File: config.mk
export PLATFORM = sky130hd
export DESIGN_NAME = gbmp_div
export DESIGN_NICKNAME = d
export VERILOG_FILES = /design/src/hw/rtl/gbmp_div.sv
export SDC_FILE = /design/constraint.sdc
export NUM_CORES = 1
export LEC_CHECK = 0
export ABC_AREA = 0
export BUFFER_PORTS_ARGS = -buffer_cell sky130_fd_sc_hd__buf_2
export CELL_PAD_IN_SITES_DETAIL_PLACEMENT = 1
export CELL_PAD_IN_SITES_GLOBAL_PLACEMENT = 1
export CORE_MARGIN = 2
export CORE_UTILIZATION = 41
export CTS_CLUSTER_DIAMETER = 50
export DETAILED_ROUTE_END_ITERATION = 8
export GPL_TIMING_DRIVEN = 1
export PLACE_DENSITY = 0.78
export SETUP_SLACK_MARGIN = 0.3
export SYNTH_ARGS = -nofsm -noshare
export SYNTH_HDL_FRONTEND = slang
export SYNTH_SLANG_ARGS = --single-unit
File: constraint.sdc
create_clock -name aclk -period 2.7 [get_ports aclk]
set_clock_uncertainty 0.2 [all_clocks]
set_input_delay 0.54 -clock aclk [delete_from_list [all_inputs] [get_ports aclk]]
set_output_delay 0.54 -clock aclk [all_outputs]
set_load 0.01 [all_outputs]
File: src/hw/rtl/gbmp_div.sv
// ============================================================================
// gbmp_div
// Restoring unsigned divider, one quotient bit per cycle.
// ============================================================================
module gbmp_div #(
    parameter int NUM_W = 51,
    parameter int DEN_W = 12
) (
    input  logic             aclk,
    input  logic             aresetn,
    input  logic             start,
    input  logic [NUM_W-1:0] num,
    input  logic [DEN_W-1:0] den,
    output logic [NUM_W-1:0] quo,
    output logic             busy
);
    localparam int CNT_W = $clog2(NUM_W + 1);

    logic [NUM_W-1:0] num_reg;
    logic [DEN_W-1:0] den_reg, rem_reg;
    logic [CNT_W-1:0] cnt_reg;
    logic             busy_reg;
    logic [DEN_W:0]   rem_sh;
    logic             ge;

    assign rem_sh = {rem_reg, num_reg[NUM_W-1]};
    assign ge     = rem_sh >= {1'b0, den_reg};

    always_ff @(posedge aclk) begin
        if (!aresetn) begin
            busy_reg <= 1'b0;
            cnt_reg  <= '0;
        end else if (start) begin
            busy_reg <= 1'b1;
            cnt_reg  <= '0;
        end else if (busy_reg) begin
            cnt_reg <= cnt_reg + 1'b1;
            if (cnt_reg == CNT_W'(NUM_W - 1)) begin
                busy_reg <= 1'b0;
            end
        end
    end

    always_ff @(posedge aclk) begin
        if (start) begin
            num_reg <= num;
            den_reg <= den;
            rem_reg <= '0;
        end else if (busy_reg) begin
            // shift quotient bits in where numerator bits leave
            num_reg <= {num_reg[NUM_W-2:0], ge};
            rem_reg <= ge ? DEN_W'(rem_sh - {1'b0, den_reg}) : rem_sh[DEN_W-1:0];
        end
    end

    assign quo  = num_reg;
    assign busy = busy_reg;
endmodule

======== Yosys cells after proc, flatten, opt, wreduce, memory -nomap -nowiden ========
Cells that the tools add are included.
word-level totals
  register bits after elaboration ......... 82
  latch bits .............................. 0
  memory bits (writable) .................. 0
  bits in read-only memories .............. 0
  memories ................................ 0
cells by class
  add/subtract/negate cells ............... 2
  multipliers ............................. 0
  divide/modulo/power cells ............... 0
  magnitude comparators ................... 1
  eq/ne operators ......................... 1
  shift operators ......................... 0
  multiplexer cells ....................... 6
  bitwise gates (word level) .............. 1
  reduce and logical (&&, ||, !) cells .... 2
operators with widths
  operator                                                       number
  51-bit 2-to-1 mux                                              2
  13-bit by 12-bit >= comparator with 1-bit output               1
  12-bit 2-to-1 mux                                              1
  12-bit subtractor                                              1
  6-bit by 1-bit adder with 6-bit output, second input constant  1
  6-bit == test, second input constant                           1
  1-bit 2-to-1 mux                                               3
  2-bit nonzero test                                             1
  2-bit OR reduction                                             1
  1-bit inverter                                                 1

======== Depth between registers and ports, before layout ========
Gate-level depths: netlist (run 1).
  depth in word-level cells ............... 4
  mapped depth ............................ 10
  gate-level depth less buffers ........... 9

======== Worst setup path after synthesis (run 1) ========
No wires, ideal clock.
  path type ............................... in2reg
  start point ............................. input start
  end point ............................... register num_reg[0], in the netlist quo[0] (enable)
  setup time .............................. 0.386 ns
  arrival ................................. 1.845 ns
  data required time ...................... 2.114 ns
  path slack .............................. 0.269 ns
  stages on the path ...................... 3
  cell sequence ........................... clkbuf_1 clkbuf_1 or2_2
on the way
  longest elaborated chain between the ends .. 1
RTL lines
  item                                 line  text
  start: declaration                   11    input logic start,
  2-bit nonzero test (no source line)  --
  end signal: assignment               46    num_reg <= num;
  end signal: assignment               51    num_reg <= {num_reg[NUM_W-2:0], ge};
  end: declaration                     19    logic [NUM_W-1:0] num_reg;
Every way passes these cells.
A chain may end at the register's enable or synchronous reset.

======== Worst setup path in the final report (run 1) ========
  start point ............................. register rem_reg[3]
  end point ............................... register rem_reg[1]
on the way
  longest elaborated chain between the ends .. 2
RTL lines
  item                                              line  text
  start: declaration                                20    logic [DEN_W-1:0] den_reg, rem_reg;
  start signal: assignment                          52    rem_reg <= ge ? DEN_W'(rem_sh - {1'b0, den_reg}) : rem_sh[DEN_W-1:0];
  13-bit by 12-bit >= comparator with 1-bit output  27    assign ge = rem_sh >= {1'b0, den_reg};
  12-bit 2-to-1 mux                                 52
Every way passes these cells.

==> out/metrics.yaml, run 1 <==
yosys:
  synth_edf_count: 63
  synth_top_area_cell: "edfxtp_1"
  netlist_instances: 312
  ys.flop_type: "edfxtp_1"
  synthDistinctLibCells: 46
  synth_top_area_share_pct: 47.5
  ys_ff_latch: 82
  syn_nets: 393
  yosys_warnings: 0
  syn_area_sq_um: 3990
  avgSynthCellArea_sq_um: 12.8
  ys_top_cells_by_area: "edfxtp_1 47%, mux2_2 14%, dfxtp_1 9.5%"
  seq_area_frac_synth_pct: 57.0
  postSynth.asyncResetShare_pct: 0
power:
  p_comb_share_pct: 23.3
  p_leak_nw: 2.10
  power.internal_mw: 2.21
  fin_total_pwr_mw: 3.19
  pwr-share-seq_pct: 49.1
  vdd_drop_max_mv: 0.281
  p_clk_share_pct: 27.6
  switching_power_mw: 0.984
  switching_share_pct: 30.8
  pwr_density_cell_nw_per_um2: 608
worst_hold_path:
  min_path_type: "in -> reg"
  hold_start: "den[1]"
  holdPathStages: 1
  hold-path-endpoint: "den_reg[1]"
critical_path:
  required_ns: 2.80
  worst_path_max_delay_cell: "dfxtp_1"
  cp_top_family: "compound AO/OA/AOI/OAI gates"
  path_buf_inv: 2
  critPathArrivalTime_ns: 2.55
  critPathKind: "reg -> reg"
  path_cells: "ha_4, nand2_2, a211oi_4, o31ai_4, buf_4, a21oi_4, buf_12, mux2i_2, a31o_2"
  critPathLaunchType: "register"
  regToRegStartpoint: "rem_reg[3]"
  path_max_fanout: 10
  crit_path_max_incr_delay_ns: 0.38
  r2r-end: "rem_reg[1]"
  r2r_cells: 9
  crit_path_end_kind: "register"
  regToRegSetupSlack_ns: 0.25
die:
  chipWidth_microns: 103
  fp.coreArea_sq_um: 9330
  io_pins: 118
  die_area_sq_um: 10500
  fp.dieH_microns: 103
  initial_core_util_pct: 42.7
  core.rowCount: 35
cells_and_area:
  design_area_sq_um: 5250
  drive_gt1_share_pct: 53.9
  finalNetCount: 525
  finalNonFillerCells: 578
  diodes: 0
  area_delta_synth_final_pct: 31.7
  fin_util_pct: 56.3
  n_fill_cell: 995
  final_common_cell: "buf_2"
  largest_reg_flops: 51
  final_cell_mix: "117 x buf_2, 63 x edfxtp_1, 51 x mux2_2"
detailed_routing:
  vias: 3031
  drcViolationCount: 0
  drt_iter0_drc: 105
  via_per_inst: 5.24
  wirelength_microns: 11000
  antenna_left: 0
  first_pass_iters: 4
  avgRoutedWirePerCell_microns: 19.1
global_route:
  busiest_layer: "met2"
  grt.met3_usage_pct: 4.81
  grt_use_met1_pct: 23.8
  grtUsageMet2_pct: 35.0
  antenna_found_initial: 0
  grt_overflow: 0
  grt_pass1_wl_microns: 15600
  grt_max_degree: 43
  grt_pass1_vias: 3026
  grt_usage_pct: 19.8
run_status:
  status: "finished, final reports clean"
cts:
  cts_tree: "done"
  hold_buffers: 0
  cts_buffers: 9
  clock-sinks: 82
  cts.clk_slew.worst_paths_ns: 0.10
  clock_latency_ns: 0.36
  cts_max_path_buffers: 2
  htreeDepth: 3
  cts_root_buf: "clkbuf_8"
sta:
  tns_ns: 0
  setup_viol: 0
  report.final.slew_viol_count: 0
  slew_headroom_pct: 74.1
  worst_pin_slew_ns: 0.388
  rsz0062_at_grt: "no"
  fin_hold_ws_ns: 0.147
  fmax_ghz: 0.408
  finalHoldViolations: 0
  period_share_pct: 90.7
  min_period_ns: 2.45
  postLayoutSetupSlackWorst_ns: 0.251
place:
  port_buffers: 117
  place_ws_ns: 0.106
  placed_cells: 552
  gp_routability_congestion: 0.793
  dp_hpwl_microns: 7390
  place_area_sq_um: 4750
job:
  drv_cap: 0
[timing repair]
item,4_1_cts,5_1_grt
setup buffers,3,7
pin swaps,6,10
endpoints found under the setup margin,12,13
gates resized for setup,15,31
[worst register-to-register path, delay by kind of cell, from the launching register on]
kind	cells	cell delay, ns
and+or+nand+nor	1	0.11
adders and majority gates	1	0.35
buffers and inverters	2	0.31
DFF	1	0.38
AOI/OAI and AO/OA	4	0.79
muxes	1	0.25
[final cells by class]
cell class | count | area (sq um) | share of cell area, %
well taps | 129 | 161 | 3.07
flip-flops and latches | 82 | 2270 | 43.3
multi-input cells | 201 | 1810 | 34.5
repair buffers | 134 | 758 | 14.4
clock inverters | 7 | 61.3 | 1.17
clock buffers | 9 | 124 | 2.36
inverters | 16 | 60.1 | 1.14
[cell usage after synthesis (2+ instances only)]
cell	number
o21ai_0	11
a31oi_1	3
xor2_1	6
nand2_1	21
edfxtp_1	63
a21o_1	3
nand4_1	3
a211oi_2	2
nand3_1	5
ha_1	14
a311oi_1	7
a21oi_1	9
clkbuf_1	11
mux2_2	51
nor2_1	25
o21a_1	3
nor2b_1	3
inv_1	16
nor3b_1	3
xnor2_1	4
a41oi_1	2
nor3_1	2
or3_1	4
dfxtp_1	19
[power by group through the flow]
stage	clock, mW	combinational (mW)	sequential, mW
floorplan	0	0.336	1.62
global placement	0	0.582	1.58
global route	0.940	0.800	1.58
detailed placement	0	0.604	1.59
finish	0.881	0.743	1.57
CTS	0.899	0.644	1.56
[metal layers]
| layer | wire [microns] | vias to the layer above |
|---|---|---|
| met4 | 260 | 0 |
| met5 | 0 | - |
| met2 | 5960 | 79 |
| li1 | - | 1434 |
| met3 | 440 | 20 |
| met1 | 4380 | 1498 |
[logic make-up (layout without fill, tap and decap cells)]
logic type | count (synthesis) | in the layout | synth area share (%)
multiplexers | 53 | 53 | 15.0
buffers and inverters | 29 | 166 | 3.01
AO/OA/AOI/OAI | 54 | 54 | 9.86
AND/OR/NAND/NOR | 69 | 69 | 8.00
adder cells (fa/ha/maj) | 15 | 15 | 4.90
XOR/XNOR | 10 | 10 | 2.20
flip-flops | 82 | 82 | 57.0
[worst max-delay path by stage]
stage | startpoint | to | slack, ns | depth (start not counted)
after floorplan | quo[50] | rem_reg[10] | 0.40 | 9
after detailed placement | quo[50] | rem_reg[10] | 0.11 | 9
after global placement | quo[50] | rem_reg[10] | 0.22 | 9
final | rem_reg[3] | rem_reg[1] | 0.25 | 9
after CTS | den_reg[4] | rem_reg[10] | 0.30 | 9
after global routing | den_reg[6] | rem_reg[1] | 0.16 | 10
No activity file was read; power rests on OpenSTA's default activity.
==> run 2, diff against run 1 <==
- CORE_ASPECT_RATIO: unset -> 1.75
- PLACE_DENSITY: 0.78 -> 0.83
==> run 2 against run 1 <==
Net effect: maximum frequency decreased by 2.9%; flip-flop and latch count unchanged; first-iteration DRC count up 90%; core utilization rose by 1.8 points; register-to-register slack got worse by 0.07 ns; global-route usage up 3.4 points; wire length rose by 28%; sequential power barely moved; power increased by 21%; final area grew 4.8%; critical path type unchanged; critical endpoint is now rem_reg[4]; largest power group unchanged.
==> out/metrics.yaml, run 2 (synthesized netlist as in run 1, its figures left out) <==
run_status:
  status: "finished, final reports clean"  # unchanged
worst_hold_path:
  hold-path-endpoint: "den_reg[8]"  # was den_reg[1]
  holdPathStages: 1  # unchanged
  min_path_type: "in -> reg"  # unchanged
  hold_start: "den[8]"  # was den[1]
critical_path:
  critPathArrivalTime_ns: 2.55  # about the same
  crit_path_end_kind: "register"  # unchanged
  regToRegStartpoint: "den_reg[1]"  # was rem_reg[3]
  path_max_fanout: 6  # was 10
  crit_path_max_incr_delay_ns: 0.44  # was 0.38 ns
  worst_path_max_delay_cell: "edfxtp_1"  # was dfxtp_1
  critPathKind: "reg -> reg"  # unchanged
  r2r-end: "rem_reg[4]"  # was rem_reg[1]
  critPathLaunchType: "register"  # unchanged
  required_ns: 2.73  # was 2.80 ns
  regToRegSetupSlack_ns: 0.18  # was 0.25 ns
  path_cells: "inv_2, ha_2, o21ai_2, a21oi_2, o31ai_4, a21o_2, buf_4, nand2_1, a311oi_1"  # was ha_4, nand2_2, a211oi_4, o31ai_4, buf_4, a21oi_4, buf_12, mux2i_2, a31o_2
  r2r_cells: 9  # unchanged
sta:
  min_period_ns: 2.52  # was 2.45 ns
  rsz0062_at_grt: "yes"  # was no
  worst_pin_slew_ns: 0.428  # was 0.388 ns
  report.final.slew_viol_count: 0  # unchanged
  period_share_pct: 93.5  # was 90.7%
  fin_hold_ws_ns: 0.169  # was 0.147 ns
  setup_viol: 0  # unchanged
  slew_headroom_pct: 71.4  # was 74.1%
  tns_ns: 0  # unchanged
  finalHoldViolations: 0  # unchanged
  fmax_ghz: 0.396  # was 0.408 GHz
power:
  switching_power_mw: 1.07  # was 0.984 mW
  p_comb_share_pct: 21.4  # was 23.3%
  p_leak_nw: 2.22  # was 2.10 nW
  power.internal_mw: 2.78  # was 2.21 mW
  pwr-share-seq_pct: 41.1  # was 49.1%
  p_clk_share_pct: 37.5  # was 27.6%
  vdd_drop_max_mv: 0.548  # was 0.281 mV
  switching_share_pct: 27.8  # was 30.8%
  pwr_density_cell_nw_per_um2: 700  # was 608 nW/um^2
detailed_routing:
  wirelength_microns: 14100  # was 11000 microns
  drcViolationCount: 0  # unchanged
  avgRoutedWirePerCell_microns: 24.4  # was 19.1 microns
  drt_iter0_drc: 199  # was 105
  antenna_left: 0  # unchanged
  via_per_inst: 5.79  # was 5.24
  vias: 3346  # was 3031
  first_pass_iters: 5  # was 4
cells_and_area:
  multi_input_area_sq_um: 1880  # was 1810 sq um
  n_fill_cell: 973  # was 995
  seq_area_sq_um: 2270  # unchanged
  finalNetCount: 532  # was 525
  area_delta_synth_final_pct: 38.0  # was 31.7%
  diodes: 0  # unchanged
  final_common_cell: "buf_2"  # unchanged
  drive_gt1_share_pct: 56.8  # was 53.9%
  fin_util_pct: 58.1  # was 56.3%
  final_cell_mix: "117 x buf_2, 63 x edfxtp_1, 51 x mux2_2"  # unchanged
  largest_reg_flops: 51  # unchanged
place:
  port_buffers: 117  # unchanged
  dp_hpwl_microns: 7940  # was 7390 microns
  gp_routability_congestion: 0.782  # was 0.793
job:
  drv_cap: 0  # unchanged
die:
  fp.coreArea_sq_um: 9470  # was 9330 sq um
  core.rowCount: 47  # was 35
  chipWidth_microns: 78.5  # was 103 microns
  die_area_sq_um: 10600  # was 10500 sq um
  fp.dieH_microns: 134  # was 103 microns
  io_pins: 118  # unchanged
  initial_core_util_pct: 42.1  # was 42.7%
cts:
  htreeDepth: 3  # unchanged
  clock_latency_ns: 0.35  # was 0.36 ns
  cts_root_buf: "clkbuf_16"  # was clkbuf_8
  cts_tree: "done"  # unchanged
  cts_max_path_buffers: 2  # unchanged
  cts_buffers: 9  # unchanged
  hold_buffers: 0  # unchanged
  cts.clk_slew.worst_paths_ns: 0.06  # was 0.10 ns
  clock-sinks: 82  # unchanged
global_route:
  grt_pass1_vias: 3599  # was 3026
  grt_max_degree: 49  # was 43
  grt_pass1_wl_microns: 18300  # was 15600 microns
  grt_usage_pct: 23.1  # was 19.8%
  grt_overflow: 0  # unchanged
  antenna_found_initial: 0  # unchanged
==> run 2: worst max-delay path, delay by kind of cell, from the launching register on <==
| family | cells | cell delay, ns |
|---|---|---|
| AO/OA/AOI/OAI | 5 | 1.17 |
| AND/OR/NAND/NOR | 1 | 0.06 |
| flip-flops | 1 | 0.44 |
| adder cells (fa/ha/maj) | 1 | 0.29 |
| buffers and inverters | 2 | 0.25 |
==> run 2: worst max-delay path by stage <==
stage	from	end	slack [ns]	cells after the start
floorplan	quo[50]	rem_reg[10]	0.40	9
global placement	quo[50]	rem_reg[10]	0.25	9
detailed placement	den_reg[10]	rem_reg[5]	0.14	9
CTS	den_reg[8]	rem_reg[5]	0.30	9
global route	den_reg[1]	rem_reg[4]	0.16	9
finish	den_reg[1]	rem_reg[4]	0.18	9
==> run 2: power by group through the flow <==
stage	Sequential [mW]	Combinational [mW]	Clock (mW)
2_1_floorplan	1.62	0.336	0
4_1_cts	1.57	0.659	1.44
3_3_place_gp	1.58	0.574	0
3_5_place_dp	1.59	0.605	0
6_report	1.58	0.825	1.44
5_1_grt	1.59	0.866	1.50
==> run 2: routing by layer <==
layer	routed length (microns)	up-vias	track usage, %
met2	7850	177	43.9
met3	839	60	6.06
met5	0	-	0
met1	4660	1665	21.6
met4	765	0	13.3
li1	-	1444	-
==> run 2: final cells by class <==
cell class / instances / area share [%]
Clock inverter: 6 / 2.05
Multi-Input combinational cell: 202 / 34.2
Timing Repair Buffer: 140 / 14.5
Tap cell: 122 / 2.77
Sequential cell: 82 / 41.3
Inverter: 16 / 1.09
Clock buffer: 10 / 4.16
==> run 2: timing repair <==
action                                  in CTS  in global routing
endpoints found under the hold margin        0                  0
gates cloned                                 0                  1
buffers inserted                             2                 16
pin swaps                                    4                 20
endpoints found under the setup margin      11                 13
resized for setup                           16                 44
==> run 2: through the flow <==
| step | setup WS, ns | cell area [sq um] | std cells | power, mW |
|---|---|---|---|---|
| 2_1_floorplan | 0.402 | 3990 | 312 | 1.95 |
| 3_3_place_gp | 0.249 | 4730 | 543 | 2.16 |
| 3_5_place_dp | 0.142 | 4730 | 543 | 2.19 |
| 4_1_cts | 0.296 | 5160 | 561 | 3.67 |
| 5_1_grt | 0.156 | 5500 | 578 | 3.96 |
| 6_report | 0.177 | 5500 | 578 | 3.85 |
