[src/hw/rtl/gbmp_pkg.sv]
// ============================================================================
// gbmp_pkg
// Shared types, constants and helpers for the Goertzel bin magnitude/phase
// block.
// ============================================================================
package gbmp_pkg;

    localparam int MAX_SAMPLES_DEF = 1024;
    localparam int SAMPLE_BITS_DEF = 12;

    localparam int ACC_W    = 48;             // recurrence accumulators
    localparam int WIDE_W   = 56;             // pre-saturation sums
    localparam int MULA_W   = 48;             // multiplier wide operand
    localparam int MULK_W   = 21;             // multiplier narrow operand
    localparam int PROD_W   = MULA_W + MULK_W;
    localparam int RND_W    = PROD_W - 16;    // product rounded to Q.8
    localparam int COEF_W   = 18;             // Q2.16 coefficients
    localparam int CW       = 44;             // CORDIC x/y width
    localparam int ZW       = 32;             // CORDIC angle, 2^-32 turns
    localparam int CORDIC_STEPS = 24;
    localparam int STEP_W   = 5;
    localparam int DIV_W    = 51;             // divider numerator/quotient
    localparam int SQ_W     = 42;             // sum of squares and root
    localparam int MAG_W    = 20;
    localparam int PH_W     = 16;
    localparam int M_TDATA_W = ((MAG_W + PH_W + 7) / 8) * 8;

    localparam int CFG_N_W  = 11;
    localparam int CFG_F_W  = 16;
    localparam int APB_AW   = 3;
    localparam int APB_DW   = 32;

    localparam logic [CFG_N_W-1:0] SAMPLE_COUNT_RST = 11'd1024;
    localparam logic [CFG_F_W-1:0] FREQ_FRACTION_RST = 16'd4096;
    localparam logic REG_SAMPLE_COUNT  = 1'b0;
    localparam logic REG_FREQ_FRACTION = 1'b1;

    localparam logic signed [CW-1:0] CORDIC_GAIN = 44'sd652032874;
    localparam logic [ZW-1:0] HALF_TURN = 32'h8000_0000;
    localparam logic [MAG_W-1:0] MAG_SAT = '1;

    localparam logic signed [ACC_W-1:0] ACC_MAX = {1'b0, {(ACC_W-1){1'b1}}};
    localparam logic signed [ACC_W-1:0] ACC_MIN = {1'b1, {(ACC_W-1){1'b0}}};

    typedef enum logic [4:0] {
        ST_LOAD, ST_MEAN_GO, ST_MEAN_WAIT, ST_SC_GO, ST_SC_WAIT, ST_COEF,
        ST_RD, ST_MUL, ST_ADD, ST_RE_MUL, ST_RE_ADD, ST_IM_ADD,
        ST_SRE_GO, ST_SRE_WAIT, ST_SIM_GO, ST_SIM_WAIT,
        ST_SQ_RE, ST_SQ_IM, ST_SQ_ADD, ST_SQRT, ST_NORM,
        ST_VEC_GO, ST_VEC_WAIT, ST_OUT
    } gbmp_state_t;

    typedef struct packed {
        logic start;
        logic vect;   // 1: vectoring (drive y to zero), 0: rotation
    } cordic_ctl_t;

    function automatic logic [ZW-1:0] atan_turn(input logic [STEP_W-1:0] i);
        logic [ZW-1:0] v;
        unique case (i)
            5'd0:  v = 32'h20000000;  5'd1:  v = 32'h12E4051E;
            5'd2:  v = 32'h09FB385B;  5'd3:  v = 32'h051111D4;
            5'd4:  v = 32'h028B0D43;  5'd5:  v = 32'h0145D7E1;
            5'd6:  v = 32'h00A2F61E;  5'd7:  v = 32'h00517C55;
            5'd8:  v = 32'h0028BE53;  5'd9:  v = 32'h00145F2F;
            5'd10: v = 32'h000A2F98;  5'd11: v = 32'h000517CC;
            5'd12: v = 32'h00028BE6;  5'd13: v = 32'h000145F3;
            5'd14: v = 32'h0000A2FA;  5'd15: v = 32'h0000517D;
            5'd16: v = 32'h000028BE;  5'd17: v = 32'h0000145F;
            5'd18: v = 32'h00000A30;  5'd19: v = 32'h00000518;
            5'd20: v = 32'h0000028C;  5'd21: v = 32'h00000146;
            5'd22: v = 32'h000000A3;  5'd23: v = 32'h00000051;
            default: v = '0;
        endcase
        return v;
    endfunction

    function automatic logic signed [ACC_W-1:0] sat48(input logic signed [WIDE_W-1:0] v);
        logic signed [ACC_W-1:0] r;
        if (v > WIDE_W'(ACC_MAX)) begin
            r = ACC_MAX;
        end else if (v < WIDE_W'(ACC_MIN)) begin
            r = ACC_MIN;
        end else begin
            r = v[ACC_W-1:0];
        end
        return r;
    endfunction

    function automatic logic [ACC_W-1:0] abs48(input logic signed [ACC_W-1:0] v);
        return v[ACC_W-1] ? ACC_W'(-v) : ACC_W'(v);
    endfunction

endpackage

[src/hw/rtl/gbmp_cordic.sv]
// ============================================================================
// gbmp_cordic
// Shared CORDIC unit, one micro-rotation per cycle, rotation or vectoring.
// ============================================================================
module gbmp_cordic (
    input  logic                         aclk,
    input  logic                         aresetn,
    input  gbmp_pkg::cordic_ctl_t        ctl,
    input  logic signed [gbmp_pkg::CW-1:0] x0,
    input  logic signed [gbmp_pkg::CW-1:0] y0,
    input  logic [gbmp_pkg::ZW-1:0]      z0,
    output logic signed [gbmp_pkg::CW-1:0] x_out,
    output logic signed [gbmp_pkg::CW-1:0] y_out,
    output logic [gbmp_pkg::ZW-1:0]      z_out,
    output logic                         busy
);
    import gbmp_pkg::*;

    logic signed [CW-1:0] x_reg, y_reg, dx, dy;
    logic [ZW-1:0]        z_reg, at;
    logic [STEP_W-1:0]    i_reg;
    logic                 vect_reg, busy_reg, sub;

    assign dx = y_reg >>> i_reg;
    assign dy = x_reg >>> i_reg;
    assign at = atan_turn(i_reg);
    // rotation follows the sign of z, vectoring the sign of y
    assign sub = vect_reg ? !(y_reg > 0) : !z_reg[ZW-1];

    always_ff @(posedge aclk) begin
        if (!aresetn) begin
            busy_reg <= 1'b0;
            i_reg    <= '0;
        end else if (ctl.start) begin
            busy_reg <= 1'b1;
            i_reg    <= '0;
        end else if (busy_reg) begin
            i_reg <= i_reg + 1'b1;
            if (i_reg == STEP_W'(CORDIC_STEPS - 1)) begin
                busy_reg <= 1'b0;
            end
        end
    end

    always_ff @(posedge aclk) begin
        if (ctl.start) begin
            x_reg    <= x0;
            y_reg    <= y0;
            z_reg    <= z0;
            vect_reg <= ctl.vect;
        end else if (busy_reg) begin
            if (sub) begin
                x_reg <= x_reg - dx;
                y_reg <= y_reg + dy;
                z_reg <= z_reg - at;
            end else begin
                x_reg <= x_reg + dx;
                y_reg <= y_reg - dy;
                z_reg <= z_reg + at;
            end
        end
    end

    assign x_out = x_reg;
    assign y_out = y_reg;
    assign z_out = z_reg;
    assign busy  = busy_reg;
endmodule
[config.mk]
export PLATFORM = sky130hd
export DESIGN_NAME = gbmp_cordic
export DESIGN_NICKNAME = d
export VERILOG_FILES = /design/src/hw/rtl/gbmp_pkg.sv /design/src/hw/rtl/gbmp_cordic.sv
export SDC_FILE = /design/constraint.sdc
export NUM_CORES = 1
export LEC_CHECK = 0
export ABC_AREA = 1
export BUFFER_PORTS_ARGS = -buffer_cell sky130_fd_sc_hd__buf_2
export CORE_UTILIZATION = 30
export CTS_BUF_LIST = sky130_fd_sc_hd__clkbuf_8
export DETAILED_ROUTE_END_ITERATION = 8
export PLACE_DENSITY_LB_ADDON = 0.25
export SETUP_SLACK_MARGIN = 0.05
export SYNTH_ARGS = -nofsm -noshare
export SYNTH_HDL_FRONTEND = slang
export SYNTH_SLANG_ARGS = --single-unit
[constraint.sdc]
create_clock -name aclk -period 12.3 [get_ports aclk]
set_input_delay 1.845 -clock aclk [delete_from_list [all_inputs] [get_ports aclk]]
set_output_delay 1.845 -clock aclk [all_outputs]
set_load 0.02 [all_outputs]
### Word-level counts from Yosys, hierarchy flattened

Memory sizes are Yosys's and may differ from the RTL's. A register that Yosys moved wholly into a read port is not among the register bits.
Index checks and enable logic that the tools add are counted.
Widths: inputs -> output; s select.

* output and inout port bits: 121
* register bits: 127
* input port bits: 124
* logic and storage cells: 38
* memories kept: 1
* bits in read-only memories: 960

* muxes and demuxes: 15
* shifts and indexed selects: 2
* reduce and logical (&&, ||, !) cells: 4
* add/subtract/negate cells: 7
* eq/ne operators: 1
* bitwise logic cells: 1
* $lt $le $gt $ge: 1

Memory list
* (no name shown): words 32, width 30, rd ports 1, clocked after memory_dff 1, write ports 0, RTL line gbmp_pkg.sv:60 `unique case (i)`

Operator list (count)
* $mux 44: 6
* $mux 32: 3
* $add 44x44->44: 2
* $sshr 44x5->44: 2
* $sub 44x44->44: 2
* $gt 44x1->1 const B: 1
* $add 32x32->32: 1
* $sub 32x32->32: 1
* $mux 5: 2
* $add 5x1->5 const B: 1
* $eq 5x5->1 const B: 1
* $mux 1: 4
* $logic_not 1->1: 2
* $reduce_bool 2->1: 1
* $reduce_or 2->1: 1
* $not 1->1: 1

### Logic depth before layout (Yosys ltp)

* word-level depth: 6
* depth in mapped cells: 37
* gate-level depth less buffers: 34

### Worst setup path after synthesis

OpenSTA, ideal clock, no wires.

* kind: input to register
* from: in ctl[1] in the netlist's numbering
* to: reg x_reg[0] (netlist: x_out[0]), enable pin
* cell stages on the path: 3
* data required time: 11.236 ns
* library setup time: 1.064 ns
* buffers on the path: 1
* slack: 7.047 ns
* arrival: 4.189 ns
* cells stage by stage: inv_1 clkbuf_1 nand2_1

* word-level cells in the longest chain between the ends: 1

Ends and longest elaborated chain
* start: declaration: RTL line gbmp_cordic.sv:8 `input gbmp_pkg::cordic_ctl_t ctl,`
* $reduce_bool 2->1 (no line)
* end signal: assignment: RTL line gbmp_cordic.sv:53 `x_reg <= x_reg - dx;`
* end signal: assignment: RTL line gbmp_cordic.sv:57 `x_reg <= x_reg + dx;`
* end: declaration: RTL line gbmp_cordic.sv:19 `logic signed [CW-1:0] x_reg, y_reg, dx, dy;`

No other way between the ends.
A chain may end at the register's enable or synchronous reset.

### Final worst setup path

* from: reg i_reg[1]
* to: reg x_reg[42] (netlist: x_out[42]) (data pin)

* word-level cells in the longest chain between the ends: 5
* elaborated cells between the ends (all ways): 6
* classes of those cells: add/sub (2); shift (1); mux (3)

Ends and longest elaborated chain
* start: declaration: RTL line gbmp_cordic.sv:21 `logic [STEP_W-1:0] i_reg;`
* start signal: assignment: RTL line gbmp_cordic.sv:38 `i_reg <= i_reg + 1'b1;`
* $sshr 44x5->44 *: RTL line gbmp_cordic.sv:24 `assign dx = y_reg >>> i_reg;`
* $add 44x44->44 / $sub 44x44->44 (equally long branches): RTL line gbmp_cordic.sv:57, gbmp_cordic.sv:53
* $mux 44 *: RTL line gbmp_cordic.sv:52 `if (sub) begin`
* $mux 44 *: RTL line gbmp_cordic.sv:51 `end else if (busy_reg) begin`
* $mux 44 *: RTL line gbmp_cordic.sv:46 `if (ctl.start) begin`

Every way passes the cells marked *; elsewhere a longest branch is shown, timed or not. The select of a mux whose other input is x is not followed.

==> metrics.txt <==
# TYPE chip_impl_metric gauge
chip_impl_metric{name="post_cts_resize_count",unit=""} 0
chip_impl_metric{name="floorplan.core_area",unit="um2"} 72830
chip_impl_info{name="synth_top_cell_by_area",value="nand2_1"} 1
chip_impl_metric{name="critical_path_cell_count",unit=""} 28
chip_impl_info{name="dominant_combinational_cell_family_by_area_after_synthesis",value="simple AND/OR/NAND/NOR gates"} 1
chip_impl_metric{name="synth.ff_latch_count",unit=""} 157
chip_impl_info{name="timing.setup.critical_path_class",value="flop to flop"} 1
chip_impl_metric{name="grt_antenna_before_repair",unit=""} 4
chip_impl_info{name="cp-end-kind",value="flop"} 1
chip_impl_metric{name="totalNegativeSetupSlack",unit="ns"} 0
chip_impl_metric{name="pin_count",unit=""} 245
chip_impl_metric{name="worst_path_largest_cell_delay",unit="ns"} 0.71
chip_impl_metric{name="fin_nets",unit=""} 4136
chip_impl_metric{name="dp.final_hpwl",unit="mm"} 76.10
chip_impl_info{name="tritoncts",value="yes"} 1
chip_impl_metric{name="place.detailed.instances",unit=""} 4812
chip_impl_metric{name="mappedNetlistArea",unit="um2"} 22080
chip_impl_metric{name="finalSetupViolations",unit=""} 0
chip_impl_metric{name="synth-adder-area-share",unit=""} 0.08037
chip_impl_metric{name="worst_slew_pin_slew",unit="ns"} 0.9749
chip_impl_metric{name="initial_core_utilization",unit=""} 0.3031
chip_impl_metric{name="final_design_area_no_fill",unit="um2"} 24360
chip_impl_info{name="synthMostInstantiatedCell",value="nand2_1"} 1
chip_impl_metric{name="wirelength",unit="mm"} 93.94
chip_impl_metric{name="synth_warn",unit=""} 0
chip_impl_metric{name="drt_pass1_iterations",unit=""} 8
chip_impl_info{name="worst_path_most_repeated_cell",value="nand2_1"} 1
chip_impl_metric{name="max-cap-violations",unit=""} 0
chip_impl_metric{name="drive_above_1_share",unit=""} 0.1063
chip_impl_metric{name="synth_cell_type_count",unit=""} 53
chip_impl_metric{name="wire_length_of_the_first_global_routing_pass",unit="mm"} 140.9
chip_impl_info{name="synthFlopType",value="edfxtp_1"} 1
chip_impl_metric{name="syn_inst",unit=""} 3733
chip_impl_metric{name="grtUsageMet3",unit=""} 0.04377
chip_impl_info{name="slowest_stage",value="buf_4"} 1
chip_impl_metric{name="buffer_ports.inserted",unit=""} 244
chip_impl_metric{name="mappedNetlistNets",unit=""} 3997
chip_impl_metric{name="met1_demand_to_capacity_share_in_global_routing",unit=""} 0.3134
chip_impl_metric{name="first_global_vias",unit=""} 23800
chip_impl_info{name="cp-start-kind",value="flop"} 1
chip_impl_metric{name="post_synth.cell_area_avg",unit="um2"} 5.914
chip_impl_metric{name="place.gp.congestion",unit=""} 0.9817
chip_impl_metric{name="fmax",unit="MHz"} 155.9
chip_impl_metric{name="p_leak",unit="nW"} 11.89
chip_impl_metric{name="ys_seq_area_frac",unit=""} 0.1972
chip_impl_metric{name="skew",unit="ns"} 0.04069
chip_impl_metric{name="arrival",unit="ns"} 6.74
chip_impl_metric{name="finalCritPeriodShare",unit=""} 0.5215
chip_impl_info{name="unrepaired_setup_endpoints_after_global_routing",value="false"} 1
chip_impl_metric{name="first_iter_violations",unit=""} 2332
chip_impl_metric{name="final-seq-area",unit="um2"} 4360
chip_impl_metric{name="cts_inserted_buffers",unit=""} 17
chip_impl_metric{name="hold-path-cell-count",unit=""} 2
chip_impl_metric{name="clock_tree.buffer_depth",unit=""} 2
chip_impl_metric{name="routed_wire_length_per_instance",unit="um"} 19.39
chip_impl_metric{name="postPlaceCellArea",unit="um2"} 23970
chip_impl_metric{name="grt_remaining_overflow",unit=""} 0
chip_impl_metric{name="area_growth_syn_to_layout",unit="%"} 10.35
chip_impl_metric{name="simple_gate_share_of_the_synthesized_area",unit=""} 0.4522
chip_impl_metric{name="via_per_inst",unit=""} 5.285
chip_impl_metric{name="grt_start_max_net_pins",unit=""} 89
chip_impl_metric{name="globalRouteTotalUtil",unit=""} 0.2450
chip_impl_metric{name="cts_setup_buffers",unit=""} 0
chip_impl_metric{name="async_reset_ff_frac",unit=""} 0
chip_impl_metric{name="grt_util_met2",unit=""} 0.4140
chip_impl_metric{name="final_max_slew_viol_count",unit=""} 0
chip_impl_metric{name="ant_nets",unit=""} 0
chip_impl_metric{name="synth_enable_flop_cells",unit=""} 121
chip_impl_metric{name="cts_hold_buf",unit=""} 0
chip_impl_metric{name="fin_total_pwr",unit="mW"} 8.555
chip_impl_metric{name="die_area",unit="um2"} 74680
chip_impl_metric{name="clkTransAtPathRegs",unit="ns"} 0.10
chip_impl_metric{name="worst-path-max-fanout",unit=""} 88
chip_impl_metric{name="fillerInstances",unit=""} 8292
chip_impl_info{name="cts_root_buffer",value="clkbuf_8"} 1
chip_impl_metric{name="period_minus_slack",unit="ns"} 6.414
chip_impl_info{name="critical_path.top_delay_family",value="simple AND/OR/NAND/NOR gates"} 1
chip_impl_metric{name="cts.sinks",unit=""} 157
chip_impl_metric{name="peakVddDrop",unit="V"} 0.0001013
chip_impl_info{name="netlist_top_cells_count",value="nand2_1, nand3_1, inv_1"} 1
chip_impl_metric{name="power_density",unit="nW/um2"} 351.2
chip_impl_metric{name="synth_compound_gate_area_share",unit=""} 0.1281
chip_impl_metric{name="die_x",unit="um"} 273.3
chip_impl_metric{name="number_of_levels_the_h_tree_was_split_into",unit=""} 4
chip_impl_metric{name="die_y",unit="um"} 273.3
chip_impl_info{name="min_path_type",value="flop to flop"} 1
chip_impl_metric{name="place_ws",unit="ns"} 6.119
chip_impl_metric{name="yosys.area_share.xor_xnor",unit=""} 0.05554
chip_impl_metric{name="placementRows",unit=""} 99
chip_impl_metric{name="synthMuxAreaShare",unit=""} 0
chip_impl_metric{name="critical_path_buf_inv_count",unit=""} 5
chip_impl_metric{name="multi_input_comb_area",unit="um2"} 15830
chip_impl_info{name="global_route.peak_usage_layer",value="met2"} 1
chip_impl_metric{name="maxSlewHeadroom",unit=""} 0.3501
chip_impl_metric{name="final_cells",unit=""} 4846
chip_impl_info{name="status",value="completed"} 1
chip_impl_metric{name="smallest_setup_slack_after_layout",unit="ns"} 5.886
chip_impl_metric{name="timing.reg2reg.worst_path_depth",unit=""} 28
chip_impl_metric{name="clk-insertion-delay-late",unit="ns"} 0.59
chip_impl_metric{name="synthDominantCellAreaShare",unit=""} 0.2052
chip_impl_metric{name="critical_path_required",unit="ns"} 12.62
chip_impl_metric{name="finalHoldViolations",unit=""} 0
chip_impl_metric{name="post-route-drc-count",unit=""} 0
chip_impl_metric{name="via_count",unit=""} 25609
chip_impl_info{name="netlist_top_cells_area",value="nand2_1, edfxtp_1, nand3_1"} 1
## cells in the final DEF, fill, tap and decap left out, types with 6 or more instances in the layout
master / instances
a21o_1: 7
ha_1: 137
a31oi_1: 64
xnor2_1: 56
buf_2: 243
nor2_1: 294
clkbuf_8: 18
o21ai_1: 18
nand2_1: 1205
or2_2: 65
buf_4: 17
o21a_1: 9
o221ai_1: 8
dfxtp_1: 31
xor2_1: 84
nand2_2: 15
nor4_1: 21
inv_2: 11
a21oi_1: 198
nor2_2: 6
nand4_1: 28
nor3_1: 39
o21ai_0: 156
a21boi_0: 8
o21bai_1: 6
inv_1: 318
edfxtp_1: 121
o211ai_1: 11
nand3_1: 623
## metrics by stage
| step | util | hold WS, ns |
|---|---|---|
| 2_1_floorplan | - | 0.6407 |
| 3_3_place_gp | 0.3291 | 0.7463 |
| 3_5_place_dp | 0.3291 | 0.7459 |
| 4_1_cts | 0.3344 | 0.7800 |
| 5_1_grt | 0.3345 | 0.8063 |
| 6_report | 0.3345 | 0.7678 |
## where the power goes
group	total, mW	switching [mW]	internal, mW
clock	0.433	0.247	0.186
combinational	6.76	4.50	2.27
sequential	1.36	0.473	0.887
## worst min-delay path, stage by stage, from the launching register on
cell     delay [ns]
dfxtp_1        0.40
ha_1           0.14
o21ai_0        0.06
## path summary, 6_finish.rpt
check                         from                  end  slack (ns)
max reg2reg  i_reg[1]$_SDFFE_PP0P_  x_out[42]$_DFFE_PP_        5.89
min                  at[0]$_DFF_P_   z_out[0]$_DFFE_PP_        0.77
max          i_reg[1]$_SDFFE_PP0P_  x_out[42]$_DFFE_PP_        5.89
min reg2reg          at[0]$_DFF_P_   z_out[0]$_DFFE_PP_        0.77
## logic make-up (layout without fill, tap and decap cells)
family / count (synthesis) / in the layout
simple gates: 2319 / 2319
buf+inv: 469 / 621
other cells: 0 / 2
xor+xnor: 140 / 140
compound gates: 508 / 508
flops: 157 / 157
fa+ha+maj: 140 / 140
## final cells by class
type	count	share of cell area
sequential	157	0.1790
inverter	329	0.05090
clock buffer	18	0.01017
antenna	2	0.0002054
multi-input combinational	3107	0.6496
tap	959	0.04925
clock inverter	14	0.005752
timing repair buffer	260	0.05516
## routing by layer
layer  vias up  routed length (um)
met2       838               44390
met5         -                  25
li1      12772                   -
met1     11839               40650
met3       156                6024
met4         4                2854
No activity file was read; power rests on OpenSTA's default activity.
